`src/hdl/cscnt_pkg.sv`:
```
// ----------------------------------------------------------------------------
// cscnt_pkg
// Shared types and constants for the five-point stencil star counter.
// ----------------------------------------------------------------------------
package cscnt_pkg;

  localparam int DEF_MAX_WIDTH  = 256;
  localparam int DEF_MAX_HEIGHT = 256;

  localparam int PIX_W      = 8;
  localparam int DIM_W      = 9;
  localparam int THR_W      = 11;
  localparam int SUM_W      = 11;
  localparam int CNT_W      = 16;
  localparam int CFG_IDX_W  = 2;
  localparam int CFG_DATA_W = 11;
  localparam int DIM_MIN    = 3;

  localparam logic [DIM_W-1:0] WIDTH_RESET  = 9'd8;
  localparam logic [DIM_W-1:0] HEIGHT_RESET = 9'd6;
  localparam logic [THR_W-1:0] THR_RESET    = 11'd30;

  // configuration register indexes
  localparam logic [CFG_IDX_W-1:0] REG_FRAME_WIDTH   = 2'd0;
  localparam logic [CFG_IDX_W-1:0] REG_FRAME_HEIGHT  = 2'd1;
  localparam logic [CFG_IDX_W-1:0] REG_SUM_THRESHOLD = 2'd2;

  typedef struct packed {
    logic judge;       // interior centre is judged on this pixel
    logic last_frame;  // last pixel of the frame
  } pos_flags_t;

  typedef struct packed {
    logic [PIX_W-1:0] prev;
    logic [PIX_W-1:0] older;
  } row_pair_t;

endpackage

```
`src/hdl/cscnt_judge.sv`:
```
// ----------------------------------------------------------------------------
// cscnt_judge
// Stencil stage: five-point sum, threshold test, star counter, line store
// write-back and the result register.
// ----------------------------------------------------------------------------
module cscnt_judge
  import cscnt_pkg::*;
#(
  parameter int AW = $clog2(DEF_MAX_WIDTH)
) (
  input  logic             clk,
  input  logic             rst,
  input  logic             accept,
  input  logic [PIX_W-1:0] pixel,
  input  pos_flags_t       flags,
  input  logic [AW-1:0]    col,
  input  logic [THR_W-1:0] threshold,
  input  row_pair_t        cur,
  input  logic [PIX_W-1:0] right_px,
  output logic             in_ready,
  output logic             wr_en,
  output logic [AW-1:0]    wr_addr,
  output row_pair_t        wr_data,
  output logic             m_tvalid,
  input  logic             m_tready,
  output logic [CNT_W-1:0] m_tdata
);

  logic             s1_valid;
  logic [PIX_W-1:0] s1_pixel;
  pos_flags_t       s1_flags;
  logic [AW-1:0]    s1_col;
  logic [PIX_W-1:0] left_px;
  logic [CNT_W-1:0] star_counter;
  logic [CNT_W-1:0] count_next;
  logic [SUM_W-1:0] sum;
  logic             star;
  logic             adv;

  // a frame end must wait while the result register is still full
  assign adv      = !s1_valid || !s1_flags.last_frame || !m_tvalid || m_tready;
  assign in_ready = adv;

  always_comb begin
    sum = SUM_W'(s1_pixel) + SUM_W'(cur.older) + SUM_W'(cur.prev)
        + SUM_W'(right_px) + SUM_W'(left_px);
    star       = s1_flags.judge && (sum > threshold);
    count_next = star_counter + CNT_W'(star);
  end

  // shift at this column: older <- previous, previous <- pixel
  assign wr_en        = s1_valid && adv;
  assign wr_addr      = s1_col;
  assign wr_data.prev  = s1_pixel;
  assign wr_data.older = cur.prev;

  always_ff @(posedge clk) begin
    if (rst) s1_valid <= 1'b0;
    else if (adv) s1_valid <= accept;
  end

  always_ff @(posedge clk) begin
    if (accept) begin
      s1_pixel <= pixel;
      s1_flags <= flags;
      s1_col   <= col;
    end
    // left neighbour is the centre read of the pixel before
    if (s1_valid && adv) left_px <= cur.prev;
  end

  always_ff @(posedge clk) begin
    if (rst) begin
      star_counter <= '0;
      m_tvalid     <= 1'b0;
    end else begin
      if (s1_valid && adv) begin
        if (s1_flags.last_frame) begin
          star_counter <= '0;
        end else begin
          star_counter <= count_next;
        end
      end
      if (s1_valid && adv && s1_flags.last_frame) m_tvalid <= 1'b1;
      else if (m_tready)                          m_tvalid <= 1'b0;
    end
  end

  always_ff @(posedge clk) begin
    if (s1_valid && adv && s1_flags.last_frame) m_tdata <= count_next;
  end

  a_hold_frame_end: assert property (@(posedge clk) disable iff (rst)
    (s1_valid && s1_flags.last_frame && m_tvalid && !m_tready) |-> !in_ready)
    else $error("frame end passed a full result register");

  a_clear_after_frame: assert property (@(posedge clk) disable iff (rst)
    (s1_valid && adv && s1_flags.last_frame) |=> (star_counter == '0) && m_tvalid)
    else $error("star counter not cleared at frame end");

  a_border_no_count: assert property (@(posedge clk) disable iff (rst)
    (s1_valid && adv && !s1_flags.last_frame && !s1_flags.judge)
      |=> star_counter == $past(star_counter))
    else $error("border pixel changed the star counter");

  a_stall_no_write: assert property (@(posedge clk) disable iff (rst)
    (s1_valid && !adv) |-> (!wr_en && !accept))
    else $error("line store written or item taken during stall");

endmodule

```
`config.mk`:
```
export PLATFORM = sky130hd
export DESIGN_NAME = cscnt_judge
export DESIGN_NICKNAME = d
export VERILOG_FILES = /design/src/hdl/cscnt_pkg.sv /design/src/hdl/cscnt_judge.sv
export SDC_FILE = /design/constraint.sdc
export NUM_CORES = 1
export LEC_CHECK = 0
export BUFFER_PORTS_ARGS = -buffer_cell sky130_fd_sc_hd__buf_4
export CORE_UTILIZATION = 30
export CTS_CLUSTER_SIZE = 40
export DETAILED_ROUTE_END_ITERATION = 12
export PLACE_DENSITY = 0.6
export SKIP_CTS_REPAIR_TIMING = 1
export SYNTH_ARGS = -nofsm -noshare
export SYNTH_HDL_FRONTEND = slang
export SYNTH_SLANG_ARGS = --single-unit
```
`constraint.sdc`:
```
create_clock -name clk -period 11.4 [get_ports clk]
set_input_delay 0.57 -clock clk [delete_from_list [all_inputs] [get_ports clk]]
set_output_delay 0.57 -clock clk [all_outputs]
set_load 0.1 [all_outputs]
```
# Word-level counts from Yosys, hierarchy flattened
# Index checks and enable logic that the tools add are counted.
[word_totals]
register_bits = 60
out_inout_bits = 43
word_cells = 28
[classes]
n_lt_le_gt_ge = 1
n_reduce_logical = 10
muxes = 3
add_sub_neg = 5
[op_table]
columns = ["operator", "n"]
rows = [
  ["$add 16x1->16", 1],
  ["$mux 16", 1],
  ["$add 10x8->11", 1],
  ["$add 11x8->11", 1],
  ["$gt 11x11->1", 1],
  ["$add 9x8->10", 1],
  ["$add 8x8->9", 1],
  ["$logic_and 1x1->1", 3],
  ["$logic_not 1->1", 3],
  ["$logic_or 1x1->1", 3],
  ["$mux 1", 2],
  ["$reduce_bool 2->1", 1],
]

# Depth between registers and ports, before layout
[depth]
word_depth = 8
ltp_mapped = 24
ltp_nobuf = 23

# Worst setup path after synthesis
# Ideal clock, no wire load.
[synth_path]
path_type = "register to register"
start = "reg s1_pixel[1]"
end = "reg star_counter[6]"
arrival_ns = 5.602
required_ns = 11.330
synth_period_minus_slack_ns = 5.673
slack_ns = 5.727
n_path_buf = 1
path_stages_with_launch = 23
cell_sequence = "edfxtp_1 > inv_1 > fa_1 > fa_1 > inv_1 > ha_1 > fa_1 > a21oi_1 > o22ai_1 > o41ai_1 > xnor2_1 > ha_1 > and3_1 > nand4_1 > o21bai_1 > a31oi_1 > ha_1 > ha_1 > and3_1 > buf_4 > nand3_1 > or3_1 > a21oi_1"
[synth_between]
elab_chain_cells = 8
[synth_lines]
columns = ["element", "line_no", "source"]
rows = [
  ["start, declared", "cscnt_judge.sv:30", "logic [PIX_W-1:0] s1_pixel;"],
  ["start signal, assigned", "cscnt_judge.sv:64", "s1_pixel <= pixel;"],
  ["$add 8x8->9", "cscnt_judge.sv:45", "sum = SUM_W'(s1_pixel) + SUM_W'(cur.older) + SUM_W'(cur.prev)"],
  ["$add 9x8->10", "cscnt_judge.sv:45", ""],
  ["$add 10x8->11", "cscnt_judge.sv:46", "+ SUM_W'(right_px) + SUM_W'(left_px);"],
  ["$add 11x8->11", "cscnt_judge.sv:46", ""],
  ["$gt 11x11->1", "cscnt_judge.sv:47", "star = s1_flags.judge && (sum > threshold);"],
  ["$logic_and 1x1->1", "cscnt_judge.sv:47", ""],
  ["$add 16x1->16", "cscnt_judge.sv:48", "count_next = star_counter + CNT_W'(star);"],
  ["$mux 16", "cscnt_judge.sv:78", "if (s1_flags.last_frame) begin"],
  ["end signal, assigned", "cscnt_judge.sv:81", "star_counter <= count_next;"],
  ["end, declared", "cscnt_judge.sv:34", "logic [CNT_W-1:0] star_counter;"],
]
# Every way passes these cells.
# A chain may end at the register's enable or synchronous reset.

# Worst setup path after layout
[layout_path]
start = "in cur[1] (netlist name)"
end = "reg star_counter[12]"
[layout_between]
elab_chain_cells = 8
[layout_lines]
columns = ["element", "line_no", "source"]
rows = [
  ["start, declared", "cscnt_judge.sv:18", "input row_pair_t cur,"],
  ["$add 8x8->9", "cscnt_judge.sv:45", ""],
  ["$add 9x8->10", "cscnt_judge.sv:45", ""],
  ["$add 10x8->11", "cscnt_judge.sv:46", ""],
  ["$add 11x8->11", "cscnt_judge.sv:46", ""],
  ["$gt 11x11->1", "cscnt_judge.sv:47", ""],
  ["$logic_and 1x1->1", "cscnt_judge.sv:47", ""],
  ["$add 16x1->16", "cscnt_judge.sv:48", ""],
  ["$mux 16", "cscnt_judge.sv:78", ""],
]
# Every way passes these cells.

==> flow_metrics.tcl <==
set metrics [dict create \
    status "completed" \
    internal_power_uw 553.7 \
    synth.top_cell.area_share 0.3305 \
    p_comb_frac 0.402 \
    power_per_cell_area_nw_per_um2 174.9 \
    syn_area_per_cell_sq_um 10.40 \
    synth_edf_count 42 \
    start_kind "input port" \
    p_leak_uw 0.002265 \
    critPathRequiredTime_ns 11.66 \
    yosys.area.top_type "edfxtp_1" \
    gp_congestion 0.8106 \
    drcViolationCount 0 \
    hold_class "input port to register" \
    grt-ovfl-total 0 \
    syn_nets 471 \
    drv_cap 0 \
    antenna_cells 0 \
    clkTransAtPathRegs_ns 0.05 \
    grt_max_degree 25 \
    rows 40 \
    relSlewSlack 0.5415 \
    pwr-share-seq 0.290 \
    synthArstFlopShare 0 \
    slew_viol_final 0 \
    place_area_sq_um 4634 \
    grt_pass1_wl_microns 13590 \
    antenna_found_initial 0 \
    ys_top_cells_by_area "edfxtp_1 (33%), fa_1 (12%), dfxtp_1 (9.4%), inv_1 (8.5%), ha_1 (7.9%)" \
    cts_made_buffers 9 \
    switching_share 0.3576 \
    fin_area_sq_um 4928 \
    numClockSinks 60 \
    syn_inst 367 \
    netSwitchingPower_uw 308.3 \
    final_core_util 0.4036 \
    drive_above_1_share 0.2597 \
    path_max_fanout 12 \
    fmaxAchievable_mhz 164.7 \
    holdCritStartpoint "pixel[7]" \
    drt_iter0_drc 135 \
    viasPerCell 4.475 \
    drt-total-wl_microns 8414 \
    synth_seq_cells 60 \
    synth_common_cells "inv_1 (86), edfxtp_1 (42), ha_1 (24)" \
    crit_path_end_kind "register" \
    finalHoldViolations 0 \
    startpoint "cur[1]" \
    grtUsageTotal 0.1357 \
    reg2reg_from "s1_pixel[1]" \
    ir_worst_vdd_mv 0.06968 \
    numPortBuffers 99 \
    yosysSeqAreaShare 0.4249 \
    synth_most_common_cell "inv_1" \
    cts-root-buf "clkbuf_16" \
    die_h_microns 114.8 \
    start_util 0.3125 \
    insertion_delay_ns 0.32 \
    first_pass_iters 4 \
    min_period_over_period 0.5327 \
    area_delta_synth_final_pct 29.15 \
    cts_tree "done" \
    io-pin-count 100 \
    p_total_uw 862.0 \
    crit_arrival_ns 6.33 \
    clock_skew_ns 0.006415 \
    detailed_place_hpwl_microns 6440 \
    ys.warnings.count 0 \
    nNetsFinal 561 \
    ys_types 44 \
    critPathKind "input port to register" \
    ys.flop_type "edfxtp_1" \
    synth_area_sq_um 3816 \
    grt_pass1_vias 2830 \
    route.antenna.remaining_nets 0 \
    tightest_slew_ns 0.6877 \
    htree_levels 3 \
    period_minus_slack_ns 6.072 \
    pwr-share-clk 0.309 \
    cts_max_path_buffers 2 \
    rsz0062_at_grt "no" \
    setup_viol 0 \
    dieArea_sq_um 13180 \
    drt-wirelength-per-cell_microns 13.36 \
    dieWidth_microns 114.8 \
    vias 2819 \
    coreArea_sq_um 12210 \
    finalSetupTns_ns 0 \
]
==> path summary, 6_finish.rpt <==
check                                        end  slack [ns]  depth (start not counted)
worst max-delay path            star_counter[12]        5.33                         23
worst min-delay path                 s1_pixel[7]        0.42                          1
worst max register to register  star_counter[12]        5.78                         21
worst min register to register   star_counter[0]        0.46                          2
==> layout by cell type, fill, tap and decap left out, types with 3 or more instances in the layout <==
cell	synthesis	layout
inv_1	86	86
nand2_1	9	9
clkbuf_16	0	9
nor3_1	3	3
a21oi_1	23	23
and3_1	5	5
edfxtp_1	42	42
ha_1	24	24
nand3_1	11	11
nand4_1	4	4
buf_4	13	100
xor2_1	5	5
a31oi_1	6	6
xnor2_1	15	15
dfxtp_1	18	18
nand2b_1	3	3
or3_1	10	10
o21ai_0	15	15
nand3b_1	4	4
nor2_1	9	9
fa_1	23	23
==> worst max-delay path, stage by stage <==
cell	delay [ns]
buf_4	0.08
inv_1	0.04
fa_1	0.56
fa_1	0.45
fa_1	0.52
inv_1	0.04
ha_1	0.22
fa_1	0.42
a21oi_1	0.21
o22ai_1	0.13
o41ai_1	0.32
xnor2_1	0.11
ha_1	0.30
and3_1	0.17
nand4_1	0.11
o21bai_1	0.17
a31oi_1	0.23
ha_1	0.26
ha_1	0.23
and3_1	0.46
nand4_1	0.20
or3_1	0.39
a21oi_1	0.14
==> flip-flops by register name (all words and copies together) (netlist names) <==
register and count:
left_px 8, m_tdata 16, m_tvalid 1, s1_flags 2, s1_pixel 8, s1_valid 1, star_counter 16, wr_addr 8
==> layout make-up <==
cell class / count / area (sq um)
Multi-Input combinational cell: 200 / 1729
Timing Repair Buffer: 100 / 750.7
Fill cell: 1216 / 7283
Tap cell: 168 / 210.2
Clock buffer: 11 / 242.7
Sequential cell: 60 / 1622
Inverter: 86 / 322.8
Clock inverter: 5 / 51.30
==> power groups by stage <==
stage | combinational, uW | clock [uW] | sequential (uW)
3_5_place_dp | 350 | 0 | 254
4_1_cts | 352 | 275 | 250
6_report | 346 | 266 | 250
3_3_place_gp | 345 | 0 | 254
5_1_grt | 393 | 285 | 251
2_1_floorplan | 220 | 0 | 302
==> per-layer routing <==
layer | wire, microns | global-route usage | share of wire | vias to the layer above
li1 | - | - | - | 1399
met1 | 3761 | 0.1767 | 0.45 | 1327
met2 | 4021 | 0.2141 | 0.48 | 79
met3 | 426 | 0.03057 | 0.051 | 14
met4 | 205 | 0.06580 | 0.024 | 0
met5 | 0 | 0 | 0 | -
==> cells by family (layout without fill, tap and decap cells) <==
kind of cell | Yosys count | in the layout | share of synthesized area
AOI/OAI and AO/OA | 64 | 64 | 0.1033
DFF | 60 | 60 | 0.4249
xor gates and xnor gates | 20 | 20 | 0.04590
adders and majority gates | 47 | 47 | 0.1993
and+or+nand+nor | 69 | 69 | 0.1046
buffers and inverters | 107 | 202 | 0.1220
==> metrics by stage <==
step	instances	hold WS (ns)	setup slack (ns)
finish	630	0.4201	5.328
global route	630	0.4064	4.916
CTS	630	0.4094	5.320
detailed placement	614	0.4600	5.035
global placement	614	0.4579	5.206
floorplan	367	0.4362	5.727
No activity file was read; power rests on OpenSTA's default activity.
