`config.mk`:
```
export PLATFORM = sky130hd
export DESIGN_NAME = cscnt_scan
export DESIGN_NICKNAME = d
export VERILOG_FILES = /design/src/hdl/cscnt_pkg.sv /design/src/hdl/cscnt_scan.sv
export SDC_FILE = /design/constraint.sdc
export NUM_CORES = 1
export LEC_CHECK = 0
export BUFFER_PORTS_ARGS = -buffer_cell sky130_fd_sc_hd__buf_2
export CAP_MARGIN = 20
export CORE_MARGIN = 4
export CORE_UTILIZATION = 39
export DETAILED_ROUTE_END_ITERATION = 10
export MAX_ROUTING_LAYER = met4
export SKIP_CTS_REPAIR_TIMING = 1
export SLEW_MARGIN = 10
export SYNTH_ARGS = -nofsm -noshare
export SYNTH_HDL_FRONTEND = slang
export SYNTH_SLANG_ARGS = --single-unit
```
`constraint.sdc`:
```
create_clock -name clk -period 3.7 [get_ports clk]
set_input_delay 0.37 -clock clk [delete_from_list [all_inputs] [get_ports clk]]
set_output_delay 0.37 -clock clk [all_outputs]
set_load 0.02 [all_outputs]
```
`src/hdl/cscnt_pkg.sv`:
```
// ----------------------------------------------------------------------------
// cscnt_pkg
// Shared types and constants for the five-point stencil star counter.
// ----------------------------------------------------------------------------
package cscnt_pkg;

  localparam int DEF_MAX_WIDTH  = 256;
  localparam int DEF_MAX_HEIGHT = 256;

  localparam int PIX_W      = 8;
  localparam int DIM_W      = 9;
  localparam int THR_W      = 11;
  localparam int SUM_W      = 11;
  localparam int CNT_W      = 16;
  localparam int CFG_IDX_W  = 2;
  localparam int CFG_DATA_W = 11;
  localparam int DIM_MIN    = 3;

  localparam logic [DIM_W-1:0] WIDTH_RESET  = 9'd8;
  localparam logic [DIM_W-1:0] HEIGHT_RESET = 9'd6;
  localparam logic [THR_W-1:0] THR_RESET    = 11'd30;

  // configuration register indexes
  localparam logic [CFG_IDX_W-1:0] REG_FRAME_WIDTH   = 2'd0;
  localparam logic [CFG_IDX_W-1:0] REG_FRAME_HEIGHT  = 2'd1;
  localparam logic [CFG_IDX_W-1:0] REG_SUM_THRESHOLD = 2'd2;

  typedef struct packed {
    logic judge;       // interior centre is judged on this pixel
    logic last_frame;  // last pixel of the frame
  } pos_flags_t;

  typedef struct packed {
    logic [PIX_W-1:0] prev;
    logic [PIX_W-1:0] older;
  } row_pair_t;

endpackage

```
`src/hdl/cscnt_scan.sv`:
```
// ----------------------------------------------------------------------------
// cscnt_scan
// Configuration registers and raster position counters; flags per pixel.
// ----------------------------------------------------------------------------
module cscnt_scan
  import cscnt_pkg::*;
#(
  parameter int MAX_WIDTH  = DEF_MAX_WIDTH,
  parameter int MAX_HEIGHT = DEF_MAX_HEIGHT,
  parameter int AW         = $clog2(MAX_WIDTH),
  parameter int RW         = $clog2(MAX_HEIGHT)
) (
  input  logic                  clk,
  input  logic                  rst,
  input  logic                  cfg_we,
  input  logic [CFG_IDX_W-1:0]  cfg_index,
  input  logic [CFG_DATA_W-1:0] cfg_data,
  input  logic                  accept,
  output logic [AW-1:0]         col,
  output pos_flags_t            flags,
  output logic [THR_W-1:0]      threshold
);

  localparam int CW = (AW + 1 > DIM_W) ? AW + 1 : DIM_W;
  localparam int HW = (RW + 1 > DIM_W) ? RW + 1 : DIM_W;

  logic [DIM_W-1:0] frame_width;
  logic [DIM_W-1:0] frame_height;
  logic [RW-1:0]    row;
  logic [CW-1:0]    w_ext, w_eff, col_inc;
  logic [HW-1:0]    h_ext, h_eff, row_inc;
  logic             last_col;

  always_ff @(posedge clk) begin
    if (rst) begin
      frame_width  <= WIDTH_RESET;
      frame_height <= HEIGHT_RESET;
      threshold    <= THR_RESET;
    end else if (cfg_we) begin
      unique case (cfg_index)
        REG_FRAME_WIDTH:   frame_width  <= cfg_data[DIM_W-1:0];
        REG_FRAME_HEIGHT:  frame_height <= cfg_data[DIM_W-1:0];
        REG_SUM_THRESHOLD: threshold    <= cfg_data[THR_W-1:0];
        default: ;
      endcase
    end
  end

  // dimensions in use saturate to 3..MAX
  always_comb begin
    w_ext = CW'(frame_width);
    h_ext = HW'(frame_height);
    if (w_ext < CW'(DIM_MIN))        w_eff = CW'(DIM_MIN);
    else if (w_ext > CW'(MAX_WIDTH)) w_eff = CW'(MAX_WIDTH);
    else                             w_eff = w_ext;
    if (h_ext < HW'(DIM_MIN))         h_eff = HW'(DIM_MIN);
    else if (h_ext > HW'(MAX_HEIGHT)) h_eff = HW'(MAX_HEIGHT);
    else                              h_eff = h_ext;
    col_inc = CW'(col) + CW'(1);
    row_inc = HW'(row) + HW'(1);
    last_col         = (col_inc >= w_eff);
    flags.last_frame = last_col && (row_inc >= h_eff);
    flags.judge      = (row >= RW'(2)) && (col != '0) && (col_inc < w_eff);
  end

  always_ff @(posedge clk) begin
    if (rst) begin
      col <= '0;
      row <= '0;
    end else if (accept) begin
      if (last_col) begin
        col <= '0;
        if (flags.last_frame) row <= '0;
        else                  row <= row_inc[RW-1:0];
      end else begin
        col <= col_inc[AW-1:0];
      end
    end
  end

endmodule

```
# After elaboration in Yosys (flattened, before gate mapping)
# Index checks and enable logic that the tools add are counted.
# W data, S select, Z words.
[word_totals]
regBits = 45
[op_classes]
magnitude_cmp = 8
addsub = 2
reduce_logical = 9
eq_ne = 2
n_mux = 6
[op_table]
columns = ["op", "count"]
rows = [
  ["$mux W9", 4],
  ["$add A8 B1 Y9 const B", 2],
  ["$ge A9 B9 Y1", 2],
  ["$gt A9 B9 Y1 const B", 2],
  ["$lt A9 B2 Y1 const B", 2],
  ["$mux W8", 2],
  ["$lt A9 B9 Y1", 1],
  ["$ge A8 B2 Y1 const B", 1],
  ["$reduce_and A2 Y1", 4],
  ["$reduce_bool A8 Y1", 1],
  ["$logic_and A1 B1 Y1", 3],
  ["$eq A2 B1 Y1 const B", 1],
  ["$eq A2 B2 Y1 const B", 1],
  ["$logic_not A2 Y1", 1],
]

# Depth between registers and ports, before layout
# Gate-level depths: netlist of run 1.
[depth]
ltp_word = 6
ltp_mapped = 13

# Least setup slack after synthesis of run 1
# Ideal clock, no wire load.
[synth_timing]
path_kind = "register to register"
start = "register col[0]"
end = "register row[3]"
t_required_ns = 3.578
arrival_time_ns = 2.687
path_stages_with_launch = 11
setup_slack_ns = 0.892
setup_ns = 0.122
path_cell_list = "dfxtp_1 ha_1 and3_1 and3_1 xor2_1 ha_1 a21oi_1 o21ai_1 a221oi_2 nor3_2 a221o_1"
[synth_via]
elab_chain_cells = 4
[synth_rtl]
columns = ["item", "line", "text"]
rows = [
  ["start, declared", "cscnt_scan.sv:19", "output logic [AW-1:0] col,"],
  ["start signal, assigned", "cscnt_scan.sv:76", "col <= col_inc[AW-1:0];"],
  ["$add A8 B1 Y9 (*)", "cscnt_scan.sv:59", "col_inc = CW'(col) + CW'(1);"],
  ["$ge A9 B9 Y1 (*)", "cscnt_scan.sv:61", "last_col = (col_inc >= w_eff);"],
  ["$logic_and A1 B1 Y1", "cscnt_scan.sv:62", "flags.last_frame = last_col && (row_inc >= h_eff);"],
  ["$mux W8", "cscnt_scan.sv:73", "if (flags.last_frame) row <= '0;"],
  ["end signal, assigned", "cscnt_scan.sv:74", "else row <= row_inc[RW-1:0];"],
  ["end, declared", "cscnt_scan.sv:29", "logic [RW-1:0] row;"],
]
# Mark *: on every way between the ends. The rest lies on a longest branch, timed or not.
# A chain may end at the register's enable or synchronous reset.

==> impl_metrics.yaml, run 1 <==
place:
  globalplace.congestion: 0.818
  place_hpwl_um: 4690
  io_buffers: 37
  dpl-instance-area_mm2: 0.00291
yosys:
  ys_top_cells_by_area: "dfxtp_1 (34%), ha_1 (10%), nand2_1 (7.7%), mux2i_1 (5.2%), nor2_1 (4.8%)"
  syn-num-nets: 364
  ys_ff_latch: 45
  yosysMostFrequentCell: "nand2_1"
  synthesis.area_mm2: 0.00269
  netlist_instances: 325
  synth_area_leader_cell: "dfxtp_1"
  syn_area_per_cell_um2: 8.27
  seq_area_frac_synth_pct: 33.5
  synth-async-reset-ratio_pct: 0
  yosys.area.top_type_share_pct: 33.5
  synth_edf_count: 0
  synth_ff_type: "dfxtp_1"
  yosys-top-cells-count: "nand2_1 (55), dfxtp_1 (45), nor2_1 (34)"
  ys_warn_count: 0
  yosys.cell_types.count: 48
grt:
  grt_pass1_vias: 2227
  antenna_found_initial: 0
  gr-total-overflow: 0
  grt_pass1_wl_um: 11000
  grt_max_degree: 50
  globalRouteTotalUtil_pct: 16.4
pwr:
  p_leak_nw: 1.37
  power_density_mw_per_mm2: 383
  ir_worst_vdd_v: 0.000178
  p_total_mw: 1.16
clock_network:
  cts_tree: "built"
  cts_root_buf: "clkbuf_8"
  htreeDepth: 2
  numCtsBuffers: 5
  clock-sinks: 45
  cts.path.max_buffers: 2
  clock_latency_ns: 0.31
  clk_pin_slew_ns: 0.10
detailed_routing:
  drc: 0
  routed_via_density: 5.50
  num_vias: 2370
  wl_per_cell_um: 14.8
  drtAntennaViolNets: 0
  routed_wl_um: 6380
  drtIter0Drc: 111
  drtPass1Iterations: 4
timing:
  layout_min_cycle_time_ns: 3.32
  finalMaxSlewViolations: 0
  tns_ns: 0
  rsz0062_at_grt: "no"
  min_period_over_period_pct: 89.6
  hold_violations: 0
  tightest_slew_ns: 0.864
  slew_headroom_pct: 42.4
  setup_viol: 0
  fmax_ghz: 0.302
  fin_skew_ns: 0.00908
floorplan:
  initial_utilization_pct: 41.1
  ios: 38
  die_area_mm2: 0.00828
  coreArea_mm2: 0.00653
  die_w_um: 91.0
  die_h_um: 91.0
  rows: 29
finish:
  fin_util_pct: 46.4
  nFillCells: 654
  fin_nets: 392
  antenna_cells: 0
  drive_above_1_share_pct: 16.7
  area_delta_synth_final_pct: 12.8
  final_cell_area_mm2: 0.00303
worst_setup_path:
  worstSetupStartpointType: "register"
  end_kind: "primary output"
  r2r_slack_ns: 0.64
  cp.arrival_ns: 2.95
  worstPathRequired_ns: 3.33
  crit_type: "reg2out"
  r2r_cells: 10
  worst-path-max-fanout: 6
job:
  cap_viol_max_count: 0
hold_path:
  hold_depth: 3
  min_path_type: "in2reg"
status:
  outcome: "finished clean"
[sequential cells by signal (all words and copies together) (netlist names)]
| signal | cells |
|---|---|
| row | 8 |
| threshold | 11 |
| frame_height | 9 |
| frame_width | 9 |
| col | 8 |
[critical path, cell delays in order (launching register included)]
cell and delay (ns):
dfxtp_1 0.42, ha_1 0.29, and3_1 0.21, and3_1 0.23, xor2_1 0.17, ha_1 0.29, a21oi_1 0.21, o21a_1 0.29
o21a_1 0.29, nor2_1 0.08, buf_2 0.16
[layout make-up]
| cell class | count | area (um^2) | area share (%) |
|---|---|---|---|
| Multi-Input combinational cell | 253 | 1680 | 55.4 |
| Timing Repair Buffer | 39 | 200 | 6.61 |
| Clock inverter | 3 | 50.0 | 1.65 |
| Sequential cell | 45 | 901 | 29.7 |
| Tap cell | 77 | 96.3 | 3.18 |
| Clock buffer | 5 | 68.8 | 2.27 |
| Inverter | 9 | 33.8 | 1.11 |
[kinds of logic (layout without fill, tap and decap cells)]
logic type,Yosys count,count (layout),synth area share (%)
muxes,15,15,5.64
xor gates and xnor gates,12,12,3.91
adders and majority gates,22,22,10.2
DFF,45,45,33.5
and+or+nand+nor,150,150,28.6
buffers and inverters,27,56,3.91
AOI/OAI and AO/OA,54,54,14.1
[power breakdown]
group | total, mW | switching (mW) | internal [mW]
sequential | 0.534 | 0.0271 | 0.507
combinational | 0.226 | 0.135 | 0.0905
clock | 0.402 | 0.194 | 0.207
[layout by cell type, fill, tap and decap left out, types with 8 or more instances in the layout]
master	n
buf_2	37
nand2_1	55
nor2_1	34
mux2i_1	14
o21ai_0	8
nor3_1	9
dfxtp_1	45
ha_1	22
a21oi_1	18
[final timing paths]
check                      from       endpoint
setup / recovery         col[1]       flags[0]
hold / removal     cfg_data[10]  threshold[10]
setup reg to reg         col[1]         row[6]
hold reg to reg   threshold[10]  threshold[10]
[metrics by stage]
step           worst slack [ns]  hold WS [ns]  std cells
3_3_place_gp              0.696         0.440        423
4_1_cts                   0.362         0.278        431
2_1_floorplan             0.892         0.430        325
3_5_place_dp              0.665         0.445        423
5_1_grt                  0.0647         0.300        431
6_report                  0.384         0.284        431
[layer usage]
metal / up-vias / routed length [um] / GRT usage [%] / part of all wire (%)
li1: 1208 / - / - / -
met1: 1120 / 3430 / 23.5 / 54
met2: 38 / 2750 / 23.9 / 43
met3: 4 / 168 / 2.73 / 2.6
met4: 0 / 32 / 4.27 / 0.50
met5: - / 0 / - / 0
(Power assumes the default switching activity.)
==> run 2: changes to the inputs <==
Settings changed: CORE_UTILIZATION 39 to 57, PLACE_DENSITY set to 0.79.
==> impl_metrics.yaml, run 2 (same netlist as run 1, synthesis figures left out) <==
timing:
  min_period_over_period_pct: 88.1
  fmax_ghz: 0.307
  finalMaxSlewViolations: 0
  rsz0062_at_grt: "no"
  tightest_slew_ns: 0.852
  layout_min_cycle_time_ns: 3.26
  hold_violations: 0
  slew_headroom_pct: 43.2
  fin_skew_ns: 0.00360
  setup_viol: 0
  tns_ns: 0
  whs_ns: 0.299
worst_setup_path:
  end_kind: "primary output"
  worstSetupStartpointType: "register"
  reg2reg_from: "col[0]"
  r2r_slack_ns: 0.67
  crit_type: "reg2out"
  crit_buf_inv: 1
  critical_path_depth: 10
  worst-path-max-fanout: 10
  cp_slowest_cell: "dfxtp_1"
  cp.arrival_ns: 2.89
  critPathTopFamily: "simple AND/OR/NAND/NOR gates"
  r2r-end: "row[6]"
  worstPathRequired_ns: 3.33
  path_cells: "ha_1 > nand3_1 > or2_1 > xnor2_1 > ha_1 > nand4_1 > o2bb2ai_2 > nor2_1 > nor2_1 > buf_2"
  critPathMaxStageDelay_ns: 0.45
  r2r_cells: 10
finish:
  multi_input_area_mm2: 0.00168
  layout_commonest_cell: "nand2_1"
  top_register: "threshold"
  reg_top3: "threshold x11, frame_height x9, frame_width x9"
  seq_area_um2: 901
  antenna_cells: 0
  area_delta_synth_final_pct: 11.6
  final_cell_mix: "nand2_1 (55), dfxtp_1 (45), buf_2 (37), nor2_1 (34), ha_1 (22)"
  fin_nets: 392
  nFillCells: 396
  largest_register_ffs: 11
  drive_above_1_share_pct: 16.7
clock_network:
  numCtsBuffers: 5
  cts_tree: "built"
  clock_latency_ns: 0.30
  cts_root_buf: "clkbuf_8"
  cts.path.max_buffers: 2
  clock-sinks: 45
  clk_pin_slew_ns: 0.09
  htreeDepth: 2
floorplan:
  rows: 24
  die_area_mm2: 0.00588
  coreArea_mm2: 0.00444
  ios: 38
  initial_utilization_pct: 60.4
  die_w_um: 76.7
  die_h_um: 76.7
detailed_routing:
  routed_wl_um: 5960
  wl_per_cell_um: 14.7
  drtPass1Iterations: 4
  routed_via_density: 5.87
  num_vias: 2383
  drtIter0Drc: 174
  drtAntennaViolNets: 0
  drc: 0
grt:
  grt_pass1_wl_um: 10100
  antenna_found_initial: 0
  gr-total-overflow: 0
  met1_usage_pct: 28.5
  globalRouteTotalUtil_pct: 21.2
  busiest_layer: "met2"
  gr-usage-met2_pct: 33.2
  grt_max_degree: 50
  grt_pass1_vias: 2158
  use_met3_pct: 4.10
hold_path:
  hold_depth: 3
  min-delay-start: "cfg_data[9]"
  min_path_type: "in2reg"
  min_to: "threshold[9]"
status:
  outcome: "finished clean"
place:
  globalplace.congestion: 0.888
  place_hpwl_um: 4340
  io_buffers: 37
pwr:
  power_density_mw_per_mm2: 382
  ir_worst_vdd_v: 0.000291
  p_leak_nw: 1.37
job:
  cap_viol_max_count: 0
==> run 2: cell counts in the layout (fill, tap and decap cells not counted) <==
Identical to the previous run, type by type.
==> run 2: worst max-delay path by stage <==
| stage | from | to | slack (ns) |
|---|---|---|---|
| final | row[0] | flags[0] | 0.44 |
| after detailed placement | col[0] | row[7] | 0.73 |
| after floorplan | col[0] | row[3] | 0.89 |
| after CTS | col[0] | flags[0] | 0.47 |
| after global routing | col[0] | flags[0] | 0.23 |
| after global placement | col[0] | row[7] | 0.72 |
==> run 2: worst reg2reg max path, delay by kind of cell, from the launching register on <==
kind | cells | cell delay [ns]
AND/OR/NAND/NOR | 4 | 0.80
AO/OA/AOI/OAI | 4 | 1.10
flip-flops | 1 | 0.37
adder cells (fa/ha/maj) | 2 | 0.64
==> run 2: per-stage QoR <==
| stage | area [um^2] | instances | worst slack (ns) | utilization [%] | total power, mW |
|---|---|---|---|---|---|
| after floorplan | 2690 | 325 | 0.892 | - | 0.705 |
| after global placement | 2880 | 398 | 0.721 | 64.8 | 0.760 |
| after detailed placement | 2880 | 398 | 0.728 | 64.8 | 0.765 |
| after CTS | 3000 | 406 | 0.466 | 67.5 | 1.15 |
| after global routing | 3000 | 406 | 0.226 | 67.5 | 1.20 |
| final | 3000 | 406 | 0.440 | 67.5 | 1.15 |
==> run 2: per-layer routing <==
| layer | wire [um] | share of wire, % |
|---|---|---|
| met1 | 2840 | 48 |
| met2 | 2710 | 45 |
| met3 | 329 | 5.5 |
| met4 | 77 | 1.3 |
| met5 | 0 | 0 |
==> run 2: power breakdown <==
part | switching (mW) | internal (mW)
logic | 0.132 | 0.0901
registers | 0.0268 | 0.507
clock network | 0.183 | 0.207
total | 0.341 | 0.804
==> run 2: layout make-up <==
cell class                 instances  area share [%]
timing repair buffer              39            6.68
clock buffer                       5            2.29
inverter                           9            1.13
clock inverter                     3            1.67
multi-input combinational        253            56.0
sequential                        45            30.0
tap                               52            2.17
